===== src/rtl/xcfp_pkg.sv =====
// shared types and constants for the xor checked frame parser
package xcfp_pkg;

    localparam int BYTE_W    = 8;
    localparam int NODE_W    = 16;
    localparam int PHASE_W   = 4;
    localparam int CFG_IDX_W = 2;

    // parser phases
    localparam logic [PHASE_W-1:0] PH_IDLE    = 4'd0;
    localparam logic [PHASE_W-1:0] PH_LEN     = 4'd1;
    localparam logic [PHASE_W-1:0] PH_NODE_HI = 4'd2;
    localparam logic [PHASE_W-1:0] PH_NODE_LO = 4'd3;
    localparam logic [PHASE_W-1:0] PH_EP      = 4'd4;
    localparam logic [PHASE_W-1:0] PH_CMD     = 4'd5;
    localparam logic [PHASE_W-1:0] PH_TYPE    = 4'd6;
    localparam logic [PHASE_W-1:0] PH_PLEN    = 4'd7;
    localparam logic [PHASE_W-1:0] PH_PAYLOAD = 4'd8;
    localparam logic [PHASE_W-1:0] PH_SEQ     = 4'd9;
    localparam logic [PHASE_W-1:0] PH_CHECK   = 4'd10;

    // register indexes
    localparam logic [CFG_IDX_W-1:0] CFG_START_BYTE = 2'd0;
    localparam logic [CFG_IDX_W-1:0] CFG_CHECK_SEED = 2'd1;

    localparam logic [BYTE_W-1:0] START_BYTE_RST = 8'hB1;
    localparam logic [BYTE_W-1:0] CHECK_SEED_RST = 8'h00;

    // result kinds
    localparam logic KIND_PAYLOAD = 1'b0;
    localparam logic KIND_SUMMARY = 1'b1;

    typedef struct packed {
        logic                 we;
        logic [CFG_IDX_W-1:0] idx;
        logic [BYTE_W-1:0]    data;
    } t_cfg_wr;

    typedef struct packed {
        logic              result_kind;
        logic [BYTE_W-1:0] payload_byte;
        logic [BYTE_W-1:0] payload_index;
        logic [BYTE_W-1:0] frame_length;
        logic [NODE_W-1:0] node_id;
        logic [BYTE_W-1:0] endpoint;
        logic [BYTE_W-1:0] command_id;
        logic [BYTE_W-1:0] command_type;
        logic [BYTE_W-1:0] payload_length;
        logic [BYTE_W-1:0] sequence_res;
        logic              frame_ok;
        logic              last;
    } t_result;

endpackage


===== src/rtl/xcfp_rx_if.sv =====
// receive byte channel
interface xcfp_rx_if import xcfp_pkg::*; ();
    logic              valid;
    logic              ready;
    logic [BYTE_W-1:0] rx_byte;

    modport source (output valid, output rx_byte, input ready);
    modport sink   (input valid, input rx_byte, output ready);
endinterface


===== src/rtl/xcfp_res_if.sv =====
// result channel
interface xcfp_res_if import xcfp_pkg::*; ();
    logic              valid;
    logic              ready;
    logic              result_kind;
    logic [BYTE_W-1:0] payload_byte;
    logic [BYTE_W-1:0] payload_index;
    logic [BYTE_W-1:0] frame_length;
    logic [NODE_W-1:0] node_id;
    logic [BYTE_W-1:0] endpoint;
    logic [BYTE_W-1:0] command_id;
    logic [BYTE_W-1:0] command_type;
    logic [BYTE_W-1:0] payload_length;
    logic [BYTE_W-1:0] sequence_res;
    logic              frame_ok;
    logic              last;

    modport source (
        output valid, output result_kind, output payload_byte, output payload_index,
        output frame_length, output node_id, output endpoint, output command_id,
        output command_type, output payload_length, output sequence_res,
        output frame_ok, output last, input ready
    );
    modport sink (
        input valid, input result_kind, input payload_byte, input payload_index,
        input frame_length, input node_id, input endpoint, input command_id,
        input command_type, input payload_length, input sequence_res,
        input frame_ok, input last, output ready
    );
endinterface


===== src/rtl/xcfp_parser.sv =====
// frame state machine, header capture, running xor and config registers
module xcfp_parser import xcfp_pkg::*; (
    input  logic              i_clk,
    input  logic              i_rst_n,
    input  t_cfg_wr           i_cfg,
    input  logic              i_acc,
    input  logic [BYTE_W-1:0] i_byte,
    output logic              o_push,
    output t_result           o_result
);

    logic [BYTE_W-1:0]  r_start_byte, r_check_seed;
    logic [PHASE_W-1:0] r_phase, n_phase;
    logic [BYTE_W-1:0]  r_length, r_endpoint, r_command, r_type, r_plen;
    logic [NODE_W-1:0]  r_node;
    logic [BYTE_W-1:0]  r_seen, r_sequence, r_accum;
    logic [BYTE_W-1:0]  n_seen, n_accum;

    always_ff @(posedge i_clk) begin
        if (!i_rst_n) begin
            r_start_byte <= START_BYTE_RST;
            r_check_seed <= CHECK_SEED_RST;
        end else if (i_cfg.we) begin
            unique case (i_cfg.idx)
                CFG_START_BYTE: r_start_byte <= i_cfg.data;
                CFG_CHECK_SEED: r_check_seed <= i_cfg.data;
                default: ;
            endcase
        end
    end

    always_comb begin
        n_phase  = r_phase;
        n_accum  = r_accum ^ i_byte;
        n_seen   = r_seen + 8'd1;
        o_push   = 1'b0;
        o_result = '0;
        unique case (r_phase)
            PH_IDLE: begin
                n_accum = r_check_seed;
                if (i_byte == r_start_byte) n_phase = PH_LEN;
            end
            PH_LEN: begin
                // length byte stays out of the check
                n_accum = r_accum;
                n_phase = PH_NODE_HI;
            end
            PH_NODE_HI: n_phase = PH_NODE_LO;
            PH_NODE_LO: n_phase = PH_EP;
            PH_EP:      n_phase = PH_CMD;
            PH_CMD:     n_phase = PH_TYPE;
            PH_TYPE:    n_phase = PH_PLEN;
            PH_PLEN: begin
                n_phase = (i_byte == '0) ? PH_SEQ : PH_PAYLOAD;
            end
            PH_PAYLOAD: begin
                o_push                 = i_acc;
                o_result.result_kind   = KIND_PAYLOAD;
                o_result.payload_byte  = i_byte;
                o_result.payload_index = r_seen;
                if (n_seen == r_plen) n_phase = PH_SEQ;
            end
            PH_SEQ:     n_phase = PH_CHECK;
            PH_CHECK: begin
                o_push                  = i_acc;
                o_result.result_kind    = KIND_SUMMARY;
                o_result.frame_length   = r_length;
                o_result.node_id        = r_node;
                o_result.endpoint       = r_endpoint;
                o_result.command_id     = r_command;
                o_result.command_type   = r_type;
                o_result.payload_length = r_plen;
                o_result.sequence_res   = r_sequence;
                o_result.frame_ok       = (r_accum == i_byte);
                o_result.last           = 1'b1;
                n_phase                 = PH_IDLE;
            end
            default:    n_phase = PH_IDLE;
        endcase
    end

    always_ff @(posedge i_clk) begin
        if (!i_rst_n) begin
            r_phase <= PH_IDLE;
        end else if (i_acc) begin
            r_phase <= n_phase;
        end
    end

    // captured fields, only touched in their own phase
    always_ff @(posedge i_clk) begin
        if (i_acc) begin
            r_accum <= n_accum;
            case (r_phase)
                PH_LEN:     r_length <= i_byte;
                PH_NODE_HI: r_node <= {i_byte, 8'h00};
                PH_NODE_LO: r_node <= {r_node[NODE_W-1:BYTE_W], i_byte};
                PH_EP:      r_endpoint <= i_byte;
                PH_CMD:     r_command <= i_byte;
                PH_TYPE:    r_type <= i_byte;
                PH_PLEN: begin
                    r_plen <= i_byte;
                    r_seen <= '0;
                end
                PH_PAYLOAD: r_seen <= n_seen;
                PH_SEQ:     r_sequence <= i_byte;
                default: ;
            endcase
        end
    end

    a_push_phase: assert property (@(posedge i_clk) disable iff (!i_rst_n)
        o_push |-> (r_phase == PH_PAYLOAD || r_phase == PH_CHECK))
        else $error("result pushed outside payload or check phase");

    a_check_to_idle: assert property (@(posedge i_clk) disable iff (!i_rst_n)
        (i_acc && r_phase == PH_CHECK) |=> (r_phase == PH_IDLE))
        else $error("parser did not return to idle after check byte");

    a_payload_count: assert property (@(posedge i_clk) disable iff (!i_rst_n)
        (r_phase == PH_PAYLOAD) |-> (r_seen != r_plen))
        else $error("payload count overran payload length");

    a_empty_payload: assert property (@(posedge i_clk) disable iff (!i_rst_n)
        (i_acc && r_phase == PH_PLEN && i_byte == '0) |=> (r_phase == PH_SEQ))
        else $error("empty payload did not skip to sequence byte");

endmodule


===== src/rtl/xcfp_out_stage.sv =====
// result register with a skid entry so input keeps flowing under stall until the skid fills
module xcfp_out_stage import xcfp_pkg::*; (
    input  logic    i_clk,
    input  logic    i_rst_n,
    input  logic    i_push,
    input  t_result i_result,
    input  logic    i_out_ready,
    output logic    o_in_ready,
    output logic    o_out_valid,
    output t_result o_result
);

    logic    r_out_v, r_skid_v;
    t_result r_out, r_skid;
    logic    pop;

    assign pop         = r_out_v && i_out_ready;
    assign o_in_ready  = !r_skid_v;
    assign o_out_valid = r_out_v;
    assign o_result    = r_out;

    always_ff @(posedge i_clk) begin
        if (!i_rst_n) begin
            r_out_v  <= 1'b0;
            r_skid_v <= 1'b0;
        end else if (!r_out_v || pop) begin
            if (r_skid_v) begin
                r_out_v  <= 1'b1;
                r_skid_v <= 1'b0;
            end else begin
                r_out_v <= i_push;
            end
        end else if (i_push) begin
            r_skid_v <= 1'b1;
        end
    end

    always_ff @(posedge i_clk) begin
        if (!r_out_v || pop) begin
            if (r_skid_v) r_out <= r_skid;
            else if (i_push) r_out <= i_result;
        end else if (i_push) begin
            r_skid <= i_result;
        end
    end

    a_skid_needs_out: assert property (@(posedge i_clk) disable iff (!i_rst_n)
        r_skid_v |-> r_out_v)
        else $error("skid entry held while result register empty");

    a_no_push_when_full: assert property (@(posedge i_clk) disable iff (!i_rst_n)
        r_skid_v |-> !i_push)
        else $error("request pushed into full output stage");

    a_skid_drains: assert property (@(posedge i_clk) disable iff (!i_rst_n)
        (r_skid_v && pop) |=> (r_out_v && !r_skid_v))
        else $error("skid entry not moved into result register");

endmodule


===== src/rtl/xor_checked_frame_parser_top.sv =====
// top level of the xor checked frame parser
//
//  channel   dir  handshake      payload
//  i_rx      in   valid/ready    rx_byte
//  o_res     out  valid/ready    result fields, last on frame summary
//  i_cfg_*   in   write enable   index 0 start byte, 1 check seed
//
//  one request per cycle while i_rx.ready is high; the result a byte causes is registered as that byte is taken
//  the state machine and xor update in the cycle a byte is taken
//  reset: start byte 0xb1, seed 0, parser hunting for the start byte
//  a stalled output fills a one-entry skid register, then i_rx.ready drops
module xor_checked_frame_parser_top import xcfp_pkg::*; (
    input  logic                 i_clk,
    input  logic                 i_rst_n,
    input  logic                 i_cfg_we,
    input  logic [CFG_IDX_W-1:0] i_cfg_idx,
    input  logic [BYTE_W-1:0]    i_cfg_data,
    xcfp_rx_if.sink              i_rx,
    xcfp_res_if.source           o_res
);

    t_cfg_wr cfg;
    t_result parsed, held;
    logic    acc, push, in_ready;

    assign cfg.we   = i_cfg_we;
    assign cfg.idx  = i_cfg_idx;
    assign cfg.data = i_cfg_data;

    assign i_rx.ready = in_ready;
    assign acc        = i_rx.valid && in_ready;

    xcfp_parser u_parser (
        .i_clk    (i_clk),
        .i_rst_n  (i_rst_n),
        .i_cfg    (cfg),
        .i_acc    (acc),
        .i_byte   (i_rx.rx_byte),
        .o_push   (push),
        .o_result (parsed)
    );

    xcfp_out_stage u_out (
        .i_clk       (i_clk),
        .i_rst_n     (i_rst_n),
        .i_push      (push),
        .i_result    (parsed),
        .i_out_ready (o_res.ready),
        .o_in_ready  (in_ready),
        .o_out_valid (o_res.valid),
        .o_result    (held)
    );

    assign o_res.result_kind    = held.result_kind;
    assign o_res.payload_byte   = held.payload_byte;
    assign o_res.payload_index  = held.payload_index;
    assign o_res.frame_length   = held.frame_length;
    assign o_res.node_id        = held.node_id;
    assign o_res.endpoint       = held.endpoint;
    assign o_res.command_id     = held.command_id;
    assign o_res.command_type   = held.command_type;
    assign o_res.payload_length = held.payload_length;
    assign o_res.sequence_res   = held.sequence_res;
    assign o_res.frame_ok       = held.frame_ok;
    assign o_res.last           = held.last;

endmodule


===== src/flat_wrapper.sv =====
// flat-port wrapper written by rule: the top's interface ports become plain ports
module xor_checked_frame_parser_top_flat import xcfp_pkg::*;
  (i_clk, i_rst_n, i_cfg_we, i_cfg_idx, i_cfg_data, i_rx_valid, i_rx_rx_byte, i_rx_ready, o_res_valid, o_res_result_kind, o_res_payload_byte, o_res_payload_index, o_res_frame_length, o_res_node_id, o_res_endpoint, o_res_command_id, o_res_command_type, o_res_payload_length, o_res_sequence_res, o_res_frame_ok, o_res_last, o_res_ready);
  xcfp_rx_if i_rx_i ();
  xcfp_res_if o_res_i ();
  input  logic i_clk;
  input  logic i_rst_n;
  input  logic i_cfg_we;
  input  logic [CFG_IDX_W-1:0] i_cfg_idx;
  input  logic [BYTE_W-1:0] i_cfg_data;
  input wire logic [$bits(i_rx_i.valid)-1:0] i_rx_valid;
  input wire logic [$bits(i_rx_i.rx_byte)-1:0] i_rx_rx_byte;
  output wire logic [$bits(i_rx_i.ready)-1:0] i_rx_ready;
  output wire logic [$bits(o_res_i.valid)-1:0] o_res_valid;
  output wire logic [$bits(o_res_i.result_kind)-1:0] o_res_result_kind;
  output wire logic [$bits(o_res_i.payload_byte)-1:0] o_res_payload_byte;
  output wire logic [$bits(o_res_i.payload_index)-1:0] o_res_payload_index;
  output wire logic [$bits(o_res_i.frame_length)-1:0] o_res_frame_length;
  output wire logic [$bits(o_res_i.node_id)-1:0] o_res_node_id;
  output wire logic [$bits(o_res_i.endpoint)-1:0] o_res_endpoint;
  output wire logic [$bits(o_res_i.command_id)-1:0] o_res_command_id;
  output wire logic [$bits(o_res_i.command_type)-1:0] o_res_command_type;
  output wire logic [$bits(o_res_i.payload_length)-1:0] o_res_payload_length;
  output wire logic [$bits(o_res_i.sequence_res)-1:0] o_res_sequence_res;
  output wire logic [$bits(o_res_i.frame_ok)-1:0] o_res_frame_ok;
  output wire logic [$bits(o_res_i.last)-1:0] o_res_last;
  input wire logic [$bits(o_res_i.ready)-1:0] o_res_ready;
  assign i_rx_i.valid = i_rx_valid;
  assign i_rx_i.rx_byte = i_rx_rx_byte;
  assign i_rx_ready = i_rx_i.ready;
  assign o_res_valid = o_res_i.valid;
  assign o_res_result_kind = o_res_i.result_kind;
  assign o_res_payload_byte = o_res_i.payload_byte;
  assign o_res_payload_index = o_res_i.payload_index;
  assign o_res_frame_length = o_res_i.frame_length;
  assign o_res_node_id = o_res_i.node_id;
  assign o_res_endpoint = o_res_i.endpoint;
  assign o_res_command_id = o_res_i.command_id;
  assign o_res_command_type = o_res_i.command_type;
  assign o_res_payload_length = o_res_i.payload_length;
  assign o_res_sequence_res = o_res_i.sequence_res;
  assign o_res_frame_ok = o_res_i.frame_ok;
  assign o_res_last = o_res_i.last;
  assign o_res_i.ready = o_res_ready;
  xor_checked_frame_parser_top u_core (.i_clk(i_clk), .i_rst_n(i_rst_n), .i_cfg_we(i_cfg_we), .i_cfg_idx(i_cfg_idx), .i_cfg_data(i_cfg_data), .i_rx(i_rx_i), .o_res(o_res_i));
endmodule

===== config.mk =====
export PLATFORM = sky130hd
export DESIGN_NAME = xor_checked_frame_parser_top_flat
export DESIGN_NICKNAME = d
export VERILOG_FILES = /design/src/rtl/xcfp_pkg.sv /design/src/rtl/xcfp_rx_if.sv /design/src/rtl/xcfp_res_if.sv /design/src/rtl/xcfp_parser.sv /design/src/rtl/xcfp_out_stage.sv /design/src/rtl/xor_checked_frame_parser_top.sv /design/src/flat_wrapper.sv
export SDC_FILE = /design/constraint.sdc
export NUM_CORES = 1
export LEC_CHECK = 0
export BUFFER_PORTS_ARGS = -buffer_cell sky130_fd_sc_hd__buf_2
export CORE_MARGIN = 8
export CORE_UTILIZATION = 25
export CTS_CLUSTER_DIAMETER = 150
export DETAILED_ROUTE_END_ITERATION = 8
export HOLD_SLACK_MARGIN = 0.03
export PLACE_DENSITY = 0.51
export SYNTH_ARGS = -nofsm -noshare
export SYNTH_HDL_FRONTEND = slang
export SYNTH_SLANG_ARGS = --single-unit

===== constraint.sdc =====
create_clock -name i_clk -period 35 [get_ports i_clk]
set_clock_uncertainty 0.05 [all_clocks]
set_input_delay 7 -clock i_clk [delete_from_list [all_inputs] [get_ports i_clk]]
set_output_delay 7 -clock i_clk [all_outputs]
set_load 0.02 [all_outputs]

==> summary.md, run 1 <==
| Metric | Value |
|---|---|
| Status | `complete, no violations` |
| Leak Pwr | `4.72 nW` |
| Min Hold Slack | `0.450 ns` |
| CP max FO | `33` |
| Worst hold path class | `reg -> reg` |
| Max_slew headroom | `26.5%` |
| Seq/Total Area, Yosys | `73.2%` |
| Hold_buf cts | `0` |
| Fin area | `12,800 um^2` |
| Top cell type's share of synthesized area | `69.0%` |
| Post-synth net total | `680` |
| Slew @ Worst Pin | `1.10 ns` |
| Netlist cell types | `44` |
| I/O Pins | `108` |
| RSZ-0062 raised after global routing | `false` |
| Overflow after GRT | `0` |
| Placed Cells incl. Taps | `1,279` |
| RR Startpoint | `u_core.u_parser.r_phase[3]` |
| Period utilization | `25.6%` |
| Min cycle time layout | `8.97 ns` |
| Maxcap violations | `0` |
| Setup crit start kind | `flip-flop` |
| Setup tns final | `0 ns` |
| Worst Setup SP | `u_core.u_out.r_skid_v` |
| Die area | `49,300 um^2` |
| Main combinational cell family by area after synthesis | `simple AND/OR/NAND/NOR gates` |
| Syn_area_per_cell | `16.2 um^2` |
| Multiplexer area fraction after synthesis | `10.3%` |
| Num Clock Sinks | `266` |
| Adder-cell share of the synthesized area | `0.118%` |
| GRT Util Overall | `9.34%` |
| Crit path DAT | `1.92 ns` |
| H-Tree Depth | `1` |
| Post-CTS sizing | `0` |
| Clock slew at reported path FFs | `0.06 ns` |
| F_max | `0.112 GHz` |
| Pwr per Cell Area | `55.4 nW/um^2` |
| Die W | `222 um` |
| Layout Nets | `796` |
| Iter 0 DRT Violations | `330` |
| Root buffer cell | `clkbuf_16` |
| Yosys warns | `0` |
| Average wire per standard cell | `17.8 um` |
| Residual DRC | `0` |
| Via density per instance | `4.19` |
| Met3 usage | `2.12%` |
| Area grow syn2layout | `20.3%` |
| Initial antenna violation count | `1` |
| Synth Area in Simple Gates | `10.8%` |
| Main synth FF type | `edfxtp_1` |
| Initial cell density of the core | `25.3%` |
| Post-synthesis xor/xnor area fraction | `2.38%` |
| Fraction of registers with async set/reset | `0%` |
| Met1 Use GR | `12.3%` |
| Hpwl dp | `15,300 um` |
| Number of global-route vias before repair | `5,808` |
| Die Y | `222 um` |
| Type of destination of the critical path | `output port` |
| I/O Buffers | `107` |
| Via Count | `5,595` |
| Mapped Area | `10,600 um^2` |
| Row count | `75` |
| Min-Delay Startpoint | `u_core.u_parser.r_start_byte[5]` |
| Met2 Use GR | `15.5%` |
| Wirelength, routed | `23,800 um` |
| Grt peak-use layer | `met2` |
| Non-Filler Instances | `1,335` |
| Peak supply drop | `0.0434 mV` |
| Pre-Repair DR Iteration Count | `4` |
| Syn Inst Count | `656` |
| Yosys reg bits | `266` |
| Clk_lat worst skew | `0.56 ns` |
| Post-route ant nets | `0` |
| Num CTS Buffers | `30` |
| Core Region | `41,900 um^2` |
| Compound-Gate Fraction of Synth Area | `1.77%` |
| GPL Wtd Cong | `0.736` |
| Post-synth EDFFs | `244` |
| Largest net degree at the start of global routing | `83` |
| Final Setup Violations | `0` |
| Post-synth top area cell | `edfxtp_1` |
| Main area contributors after synthesis | `edfxtp_1 (69%), mux2_2 (8.6%), and2_1 (4.4%)` |
| Fillers | `4,156` |
| N_diodes | `0` |
| Slew Viols, Final | `0` |
| First-pass GRT wire length | `36,200 um` |
| Crit path kind | `reg -> out` |
| Fin. Hold Viols | `0` |
| Layout cells sized above 1 | `32.0%` |
| Buffer count from post-CTS setup fixing | `0` |
| Placed cell areas | `11,800 um^2` |
| CTS tree | `built` |
| CP Data Required Time | `27.95 ns` |
| Max Root-Sink Buffers | `3` |
power by group:
group,leakage (nW),switching [mW],internal (mW)
clock network,0.485,0.130,0.183
logic,1.82,0.0240,0.0113
registers,2.42,0.00553,0.354
per-stage QoR:
step                      utilization (%)  setup WS [ns]  total power [mW]
after detailed placement             28.1          25.96             0.401
after global placement               28.1          26.02             0.401
after CTS                            30.4          25.95             0.715
final                                30.4          26.03             0.707
after global routing                 30.4          25.90             0.733
after floorplan                         -          19.20             0.388
Yosys cell counts, drive strengths merged, types with 4 or more instances:
master,instances
a21oi,10
and2,74
and3,21
buf,12
clkbuf,19
dfxtp,22
edfxtp,244
inv,4
mux2,81
mux2i,18
nand2,19
nand2b,5
nand3,4
nor2,27
nor2b,25
nor3,6
nor4,7
xnor2,12
xor2,16
final timing paths:
check,slack (ns),cells after the start,to
worst min register to register,0.45,2,u_core.u_parser.r_start_byte[5]
worst min-delay path,0.45,2,u_core.u_parser.r_start_byte[5]
worst max register to register,31.94,4,u_core.u_out.o_result[47]
worst max-delay path,26.03,2,i_rx_ready
kinds of logic after synthesis:
kind of cell / count (synthesis)
adder cells (fa/ha/maj): 1
flip-flops: 266
XOR/XNOR: 28
multiplexers: 99
buffers and inverters: 35
AND/OR/NAND/NOR: 199
AO/OA/AOI/OAI: 28
area by class of cell:
cell class	count	area (um^2)	area share, %
sequential	266	7770	60.8
multi-input combinational	355	2720	21.3
clock buffer	34	776	6.08
tap	539	674	5.28
timing repair buffer	115	596	4.66
clock inverter	22	224	1.75
inverter	4	16.3	0.127
worst max-delay path, stage by stage, from the launching register on:
cell and delay [ns]:
dfxtp_1 0.41, clkinv_2 0.54, buf_2 0.38
per-layer routing:
layer	wire [um]	vias to the layer above
met4	445	2
met3	979	36
met2	11500	109
met1	10900	2785
li1	-	2663
met5	10	-
cell usage in the layout (no fill, tap or decap), types with 2 or more instances in the layout:
cell / Yosys / layout
nand2_1: 19 / 19
clkbuf_16: 0 / 30
nor3b_1: 2 / 2
o21ai_0: 2 / 2
nor2_1: 27 / 26
inv_1: 4 / 3
inv_6: 0 / 2
nand2b_1: 5 / 5
nor3_1: 4 / 4
o31ai_1: 2 / 2
nand3b_1: 3 / 3
edfxtp_1: 244 / 244
clkinv_2: 0 / 9
clkinvlp_4: 0 / 3
mux2i_1: 18 / 18
a21oi_1: 10 / 10
clkinv_1: 0 / 4
a31oi_1: 3 / 3
and4_1: 2 / 2
and3_1: 20 / 20
dfxtp_1: 22 / 22
xor2_1: 15 / 15
bufinv_16: 0 / 3
buf_4: 1 / 8
clkbuf_1: 19 / 3
and2_1: 74 / 74
xnor2_1: 12 / 12
nor3_2: 2 / 2
mux2_2: 81 / 81
o21a_1: 2 / 2
nand3_1: 4 / 4
nand4_1: 3 / 3
buf_2: 9 / 107
nor2b_1: 25 / 24
nor4_1: 7 / 6
No activity file was read; power rests on OpenSTA's default activity.
==> inputs of run 2 (changes only) <==
==> constraint.sdc (replaced) <==
create_clock -name i_clk -period 8.27 [get_ports i_clk]
set_clock_uncertainty 0.05 [all_clocks]
set_input_delay 1.654 -clock i_clk [delete_from_list [all_inputs] [get_ports i_clk]]
set_output_delay 1.654 -clock i_clk [all_outputs]
set_load 0.02 [all_outputs]
==> summary.md, run 2 (same netlist as run 1, synthesis figures left out) <==
| Metric | Value |
|---|---|
| Initial cell density of the core | `25.3% (unchanged)` |
| Min Hold Slack | `0.452 ns (was 0.450 ns)` |
| WHS Endpoint | `u_core.u_parser.r_start_byte[4] (was u_core.u_parser.r_start_byte[5])` |
| Int Power | `2.22 mW (was 0.548 mW)` |
| I/O Pins | `108 (unchanged)` |
| RR Startpoint | `u_core.u_out.r_skid_v (was u_core.u_parser.r_phase[3])` |
| Period utilization | `48.7%` |
| Status | `complete, no violations (unchanged)` |
| Layout Nets | `794 (was 796)` |
| H-Tree Depth | `1 (unchanged)` |
| Final Core Density | `30.2% (was 30.4%)` |
| FF-to-FF End | `u_core.u_out.o_result[61] (was u_core.u_out.o_result[47])` |
| First-pass GRT wire length | `36,400 um (was 36,200 um)` |
| Leak Pwr | `4.66 nW (was 4.72 nW)` |
| Core Region | `41,900 um^2 (unchanged)` |
| Total power | `2.88 mW (was 0.707 mW)` |
| RSZ-0062 raised after global routing | `false (unchanged)` |
| I/O Buffers | `107 (unchanged)` |
| Flop2flop setup slack | `4.72 ns (was 31.94 ns)` |
| Die W | `222 um (unchanged)` |
| Worst path top cell family by delay | `buffers and inverters (unchanged)` |
| Number of global-route vias before repair | `5,709 (was 5,808)` |
| Wirelength, routed | `23,800 um (about the same)` |
| Setup tns final | `0 ns (unchanged)` |
| Die area | `49,300 um^2 (unchanged)` |
| Most frequent cells in the layout | `edfxtp_1 (244), buf_2 (107), mux2_2 (81), and2_1 (74), clkbuf_16 (29) (was edfxtp_1 (244), buf_2 (107), mux2_2 (81), and2_1 (74), clkbuf_16 (30))` |
| Pwr per Cell Area | `227 nW/um^2 (was 55.4 nW/um^2)` |
| Switch share | `22.8% (was 22.5%)` |
| Worst hold path class | `reg -> reg (unchanged)` |
| Area grow syn2layout | `19.3% (was 20.3%)` |
| Slowest-stage cell, CP | `buf_4 (was clkinv_2)` |
| Share of power burned in registers | `52.8% (was 50.8%)` |
| Area of the multi-input gates | `2720 um^2 (about the same)` |
| Reg2reg path depth | `5 (was 4)` |
| Setup WS post-layout | `4.25 ns (was 26.03 ns)` |
| Layout cells sized above 1 | `31.3% (was 32.0%)` |
| Slew Viols, Final | `0 (unchanged)` |
| Hpwl dp | `15,300 um (about the same)` |
| Num CTS Buffers | `29 (was 30)` |
| Setup crit start kind | `flip-flop (unchanged)` |
| Row count | `75 (unchanged)` |
| Max Root-Sink Buffers | `3 (unchanged)` |
| Fillers | `4,170 (was 4,156)` |
| Slew @ Worst Pin | `1.11 ns (was 1.10 ns)` |
| Placement Setup Slack | `4.18 ns (was 25.96 ns)` |
| N_diodes | `0 (unchanged)` |
| Fin. Hold Viols | `0 (unchanged)` |
| Type of destination of the critical path | `output port (unchanged)` |
| Hold_buf cts | `0 (unchanged)` |
| GPL Wtd Cong | `0.725 (was 0.736)` |
| Residual DRC | `0 (unchanged)` |
| Die Y | `222 um (unchanged)` |
| Overflow after GRT | `0 (unchanged)` |
| Post-route ant nets | `0 (unchanged)` |
| Crit path kind | `reg -> out (unchanged)` |
| Net Switching | `0.655 mW (was 0.159 mW)` |
| Critical Path Max Stage Delay | `0.69 ns (was 0.54 ns)` |
| Num Clock Sinks | `266 (unchanged)` |
| Clock slew at reported path FFs | `0.06 ns (about the same)` |
| F_max | `0.249 GHz` |
| Iter 0 DRT Violations | `259 (was 330)` |
| Buffer count from post-CTS setup fixing | `0 (unchanged)` |
| Post-CTS sizing | `0 (unchanged)` |
| Via density per instance | `4.13 (was 4.19)` |
| Clock power frac | `42.1% (was 44.2%)` |
| Initial antenna violation count | `2 (was 1)` |
| Commonest non-fill, non-tap cell in the layout | `edfxtp_1 (unchanged)` |
| CP Data Required Time | `6.57 ns (was 27.95 ns)` |
| Maxcap violations | `0 (unchanged)` |
| Clk_lat worst skew | `0.56 ns (about the same)` |
| Crit path DAT | `2.32 ns (was 1.92 ns)` |
| Hold Crit Depth | `2 (unchanged)` |
| Buf/Inv on CP | `3 (was 2)` |
| Reg area | `7770 um^2 (unchanged)` |
| Max_slew headroom | `25.7% (was 26.5%)` |
| Average wire per standard cell | `17.9 um (was 17.8 um)` |
| Critical Path, Cell by Cell | `clkinv_2, buf_4, buf_2 (was clkinv_2, buf_2)` |
| CTS tree | `built (unchanged)` |
| CP max FO | `54 (was 33)` |
| Root buffer cell | `clkbuf_16 (unchanged)` |
| Via Count | `5,506 (was 5,595)` |
| Pre-Repair DR Iteration Count | `5 (was 4)` |
| Power share of the combinational group | `5.2% (was 5.0%)` |
| Final Setup Violations | `0 (unchanged)` |
| Peak supply drop | `0.149 mV (was 0.0434 mV)` |
| Largest net degree at the start of global routing | `83 (unchanged)` |
| Min-Delay Startpoint | `u_core.u_parser.r_start_byte[4] (was u_core.u_parser.r_start_byte[5])` |
| Min cycle time layout | `4.02 ns` |
| GRT Util Overall | `9.48% (was 9.34%)` |
==> run 2: power by group through the flow <==
stage / logic, mW / registers (mW) / clock network (mW)
2_1_floorplan: 0.107 / 1.54 / 0
3_3_place_gp: 0.147 / 1.55 / 0
5_1_grt: 0.168 / 1.52 / 1.30
3_5_place_dp: 0.151 / 1.55 / 0
6_report: 0.149 / 1.52 / 1.21
4_1_cts: 0.151 / 1.52 / 1.26
==> run 2: how the worst max path moves through the flow <==
stage	from	end	slack (ns)	depth (start not counted)
2_1_floorplan	i_rx_valid	u_core.u_out.r_skid[10]	1.29	3
3_3_place_gp	i_rx_valid	u_core.u_out.o_result[62]	4.23	5
3_5_place_dp	i_rx_valid	u_core.u_out.o_result[58]	4.18	5
4_1_cts	u_core.u_out.r_skid_v	i_rx_ready	4.14	3
5_1_grt	u_core.u_out.r_skid_v	i_rx_ready	4.05	3
6_report	u_core.u_out.r_skid_v	i_rx_ready	4.25	3
==> run 2: per-stage QoR <==
stage / cells / cell area, um^2
CTS: 1332 / 12700
finish: 1332 / 12700
detailed placement: 1278 / 11800
global placement: 1278 / 11800
global route: 1332 / 12700
floorplan: 656 / 10600
==> run 2: cell type report <==
class	count	share of cell area (%)
sequential	266	61.3
multi-input combinational	355	21.5
clock buffer	34	5.88
tap	539	5.33
timing repair buffer	114	4.64
clock inverter	20	1.19
inverter	4	0.128
==> run 2: metal layers <==
metal | GRT usage [%] | share of wire [%]
met5 | 0 | 0
met4 | 2.18 | 1.9
met3 | 2.24 | 4.4
met2 | 15.8 | 49
met1 | 12.3 | 45
==> run 2: worst reg2reg max path: stages, from the launching register on <==
cell	delay [ns]
dfxtp_1	0.41
clkinv_2	0.44
buf_4	0.54
o31a_1	0.27
nor2b_4	0.76
buf_4	0.65
==> inputs of run 3 (changes only) <==
--- a/config.mk
+++ b/config.mk
@@ -5,13 +5,14 @@
 export SDC_FILE = /design/constraint.sdc
 export NUM_CORES = 1
 export LEC_CHECK = 0
+export ABC_AREA = 1
 export BUFFER_PORTS_ARGS = -buffer_cell sky130_fd_sc_hd__buf_2
 export CORE_MARGIN = 8
 export CORE_UTILIZATION = 25
 export CTS_CLUSTER_DIAMETER = 150
 export DETAILED_ROUTE_END_ITERATION = 8
 export HOLD_SLACK_MARGIN = 0.03
-export PLACE_DENSITY = 0.51
+export PLACE_DENSITY = 0.53
 export SYNTH_ARGS = -nofsm -noshare
 export SYNTH_HDL_FRONTEND = slang
 export SYNTH_SLANG_ARGS = --single-unit
==> constraint.sdc (replaced) <==
create_clock -name i_clk -period 3.6 [get_ports i_clk]
set_clock_uncertainty 0.05 [all_clocks]
set_input_delay 0.72 -clock i_clk [delete_from_list [all_inputs] [get_ports i_clk]]
set_output_delay 0.72 -clock i_clk [all_outputs]
set_load 0.02 [all_outputs]
==> summary.md, run 3 <==
| Metric | Value |
|---|---|
| Die Y | `222 um (about the same)` |
| Fraction of registers with async set/reset | `0% (unchanged)` |
| Leak Pwr | `5.34 nW (was 4.66 nW)` |
| Mapped Area | `10,700 um^2 (was 10,600 um^2)` |
| Critical Path Max Stage Delay | `0.70 ns (was 0.69 ns)` |
| CTS tree | `built (unchanged)` |
| Power share of the combinational group | `11.8% (was 5.2%)` |
| Buffer count from post-CTS setup fixing | `0 (unchanged)` |
| Highest routed layer | `met5 (was met4)` |
| Net Switching | `1.90 mW (was 0.655 mW)` |
| Crit path DAT | `2.34 ns (was 2.32 ns)` |
| Root buffer cell | `clkbuf_16 (unchanged)` |
| Buf/Inv on CP | `2 (was 3)` |
| I/O Pins | `108 (unchanged)` |
| Worst path top cell family by delay | `compound AO/OA/AOI/OAI gates (was buffers and inverters)` |
| Peak supply drop | `0.314 mV (was 0.149 mV)` |
| Layout Nets | `1,094 (was 794)` |
| Initial antenna violation count | `2 (unchanged)` |
| Core Region | `42,000 um^2 (was 41,900 um^2)` |
| Type of destination of the critical path | `flip-flop (was output port)` |
| Clock slew at reported path FFs | `0.06 ns (about the same)` |
| Iter 0 DRT Violations | `435 (was 259)` |
| CP Data Required Time | `3.71 ns (was 6.57 ns)` |
| First-pass GRT wire length | `39,100 um (was 36,400 um)` |
| Yosys reg bits | `266 (unchanged)` |
| Int Power | `5.62 mW (was 2.22 mW)` |
| I/O Buffers | `107 (unchanged)` |
| Via Count | `6,740 (was 5,506)` |
| CP max FO | `25 (was 54)` |
| Num Clock Sinks | `266 (unchanged)` |
| Critical Path, Cell by Cell | `inv_1, nand3_1, nor2_1, inv_2, a21oi_1 (was clkinv_2, buf_4, buf_2)` |
| Placement Setup Slack | `1.25 ns (was 4.18 ns)` |
| Hold_buf cts | `0 (unchanged)` |
| Average wire per standard cell | `15.5 um (was 17.9 um)` |
| Pwr per Cell Area | `591 nW/um^2 (was 227 nW/um^2)` |
| Yosys warns | `0 (unchanged)` |
| Cell with the most instances after synthesis | `nand2_1 (was edfxtp_1)` |
| Largest net degree at the start of global routing | `84 (was 83)` |
| Die W | `222 um (about the same)` |
| Via density per instance | `4.13 (about the same)` |
| Number of global-route vias before repair | `6,800 (was 5,709)` |
| Pre-Repair DR Iteration Count | `4 (was 5)` |
| Main area contributors after synthesis | `edfxtp_1 (69%), nand2_1 (11%), nor2_1 (5.3%) (was edfxtp_1 (69%), mux2_2 (8.6%), and2_1 (4.4%))` |
| Min cycle time layout | `2.23 ns` |
| Slowest-stage cell, CP | `a21oi_1 (was buf_4)` |
| Layout cells sized above 1 | `16.8% (was 31.3%)` |
| Post-synth top cells | `nand2_1 (304), edfxtp_1 (244), nor2_1 (151) (was edfxtp_1 (244), mux2_2 (81), and2_1 (74))` |
| Wirelength, routed | `25,300 um (was 23,800 um)` |
| Metal2 WL | `11,500 um (was 11,700 um)` |
| Met3 wire length | `1350 um (was 1050 um)` |
| Netlist cell types | `33 (was 44)` |
| GRT Util Overall | `9.84% (was 9.48%)` |
| Fin. Hold Viols | `0 (unchanged)` |
| Post-synth top area cell | `edfxtp_1 (unchanged)` |
| Fillers | `4,336 (was 4,170)` |
| Clock power frac | `37.7% (was 42.1%)` |
| Final Core Density | `30.3% (was 30.2%)` |
| Slew @ Worst Pin | `0.899 ns (was 1.11 ns)` |
| Overflow after GRT | `0 (unchanged)` |
| Commonest non-fill, non-tap cell in the layout | `nand2_1 (was edfxtp_1)` |
| Worst hold path class | `in -> reg (was reg -> reg)` |
| GPL Wtd Cong | `0.814 (was 0.725)` |
| Crit path kind | `reg -> reg (was reg -> out)` |
| Row count | `75 (unchanged)` |
| Clk_lat worst skew | `0.55 ns (was 0.56 ns)` |
| Post-route ant nets | `0 (unchanged)` |
| Area grow syn2layout | `19.6% (was 19.3%)` |
| Slew Viols, Final | `0 (unchanged)` |
| N_diodes | `0 (unchanged)` |
| H-Tree Depth | `1 (unchanged)` |
| Status | `complete, no violations (unchanged)` |
| Setup crit start kind | `flip-flop (unchanged)` |
| Post-synth EDFFs | `244 (unchanged)` |
| RSZ-0062 raised after global routing | `false (unchanged)` |
| Post-CTS sizing | `0 (unchanged)` |
| Maxcap violations | `0 (unchanged)` |
| Main synth FF type | `edfxtp_1 (unchanged)` |
| Residual DRC | `0 (unchanged)` |
| Syn Inst Count | `948 (was 656)` |
| Switch share | `25.3% (was 22.8%)` |
| Share of power burned in registers | `50.5% (was 52.8%)` |
| Max_slew headroom | `40.1% (was 25.7%)` |
| Die area | `49,500 um^2 (was 49,300 um^2)` |
| Seq/Total Area, Yosys | `72.9% (was 73.2%)` |
| Wl on met1 | `11,700 um (was 10,600 um)` |
| Period utilization | `61.9%` |
| Syn_area_per_cell | `11.2 um^2 (was 16.2 um^2)` |
| Setup WS post-layout | `1.37 ns (was 4.25 ns)` |
| Initial cell density of the core | `25.4% (was 25.3%)` |
| Top cell type's share of synthesized area | `68.7% (was 69.0%)` |
| Most frequent cells in the layout | `nand2_1 (304), edfxtp_1 (244), nor2_1 (150), buf_2 (107), inv_1 (95) (was edfxtp_1 (244), buf_2 (107), mux2_2 (81), and2_1 (74), clkbuf_16 (29))` |
| Num CTS Buffers | `30 (was 29)` |
| Post-synth net total | `972 (was 680)` |
| F_max | `0.449 GHz` |
| Max Root-Sink Buffers | `3 (unchanged)` |
| Final Setup Violations | `0 (unchanged)` |
| Hpwl dp | `16,700 um (was 15,300 um)` |
-- run 3: changes by cell type after synthesis, sizes merged, moves of 25 or more --
cell / delta
nand2: +289
nor2b: -25
nor2: +128
inv: +95
mux2: -74
and2: -74
-- run 3: worst reg2reg max path: cells and delay by family, from the launching register on --
| kind | cells | cell delay [ns] |
|---|---|---|
| compound gates | 1 | 0.70 |
| buf+inv | 2 | 0.41 |
| flops | 1 | 0.35 |
| simple gates | 2 | 0.34 |
-- run 3: final cells by class --
cell class / count / area [um^2] / share of cell area [%]
clock buffers: 40 / 788 / 6.18
multi-input cells: 550 / 2370 / 18.6
well taps: 539 / 674 / 5.29
flip-flops and latches: 266 / 7770 / 61.0
repair buffers: 121 / 641 / 5.03
inverters: 101 / 379 / 2.97
clock inverters: 14 / 125 / 0.982
-- run 3: worst paths after layout --
path | from | to | slack, ns | depth (start not counted)
worst min register to register | u_core.u_parser.r_check_seed[3] | u_core.u_parser.r_check_seed[3] | 0.40 | 2
worst max register to register | u_core.u_parser.r_phase[1] | u_core.u_parser.r_seen[7] | 1.37 | 5
worst min-delay path | i_cfg_data[5] | u_core.u_parser.r_start_byte[5] | 0.37 | 3
worst max-delay path | u_core.u_parser.r_phase[1] | u_core.u_parser.r_seen[7] | 1.37 | 5
-- run 3: stage by stage --
step | total power [mW] | cell area, um^2 | cells | TNS [ns] | hold slack (ns)
after detailed placement | 4.78 | 11800 | 1577 | 0 | 0.397
final | 7.53 | 12700 | 1631 | 0 | 0.369
after global routing | 7.86 | 12700 | 1631 | 0 | 0.363
after global placement | 4.76 | 11800 | 1577 | 0 | 0.395
after CTS | 7.65 | 12700 | 1631 | 0 | 0.348
after floorplan | 4.45 | 10700 | 948 | -31.93 | 0.374
-- run 3: logic make-up after synthesis --
logic type | count (synthesis) | share of synthesized area (%)
AOI/OAI and AO/OA | 28 | 1.46
xor gates and xnor gates | 13 | 1.07
adders and majority gates | 1 | 0.117
buffers and inverters | 132 | 5.24
DFF | 266 | 72.9
muxes | 7 | 0.740
and+or+nand+nor | 501 | 18.5
-- run 3: metal layers --
layer / up-vias / track usage, %
met2: 158 / 15.8
met4: 4 / 2.66
met3: 40 / 2.24
met1: 3205 / 13.2
met5: - / 0
li1: 3333 / -
-- run 3: power by group through the flow --
stage          sequential, mW  combinational [mW]  clock [mW]
2_1_floorplan            3.99               0.460           0
5_1_grt                  3.83               0.987        3.04
6_report                 3.80               0.890        2.84
4_1_cts                  3.81               0.909        2.93
3_3_place_gp             3.87               0.894           0
3_5_place_dp             3.87               0.904           0
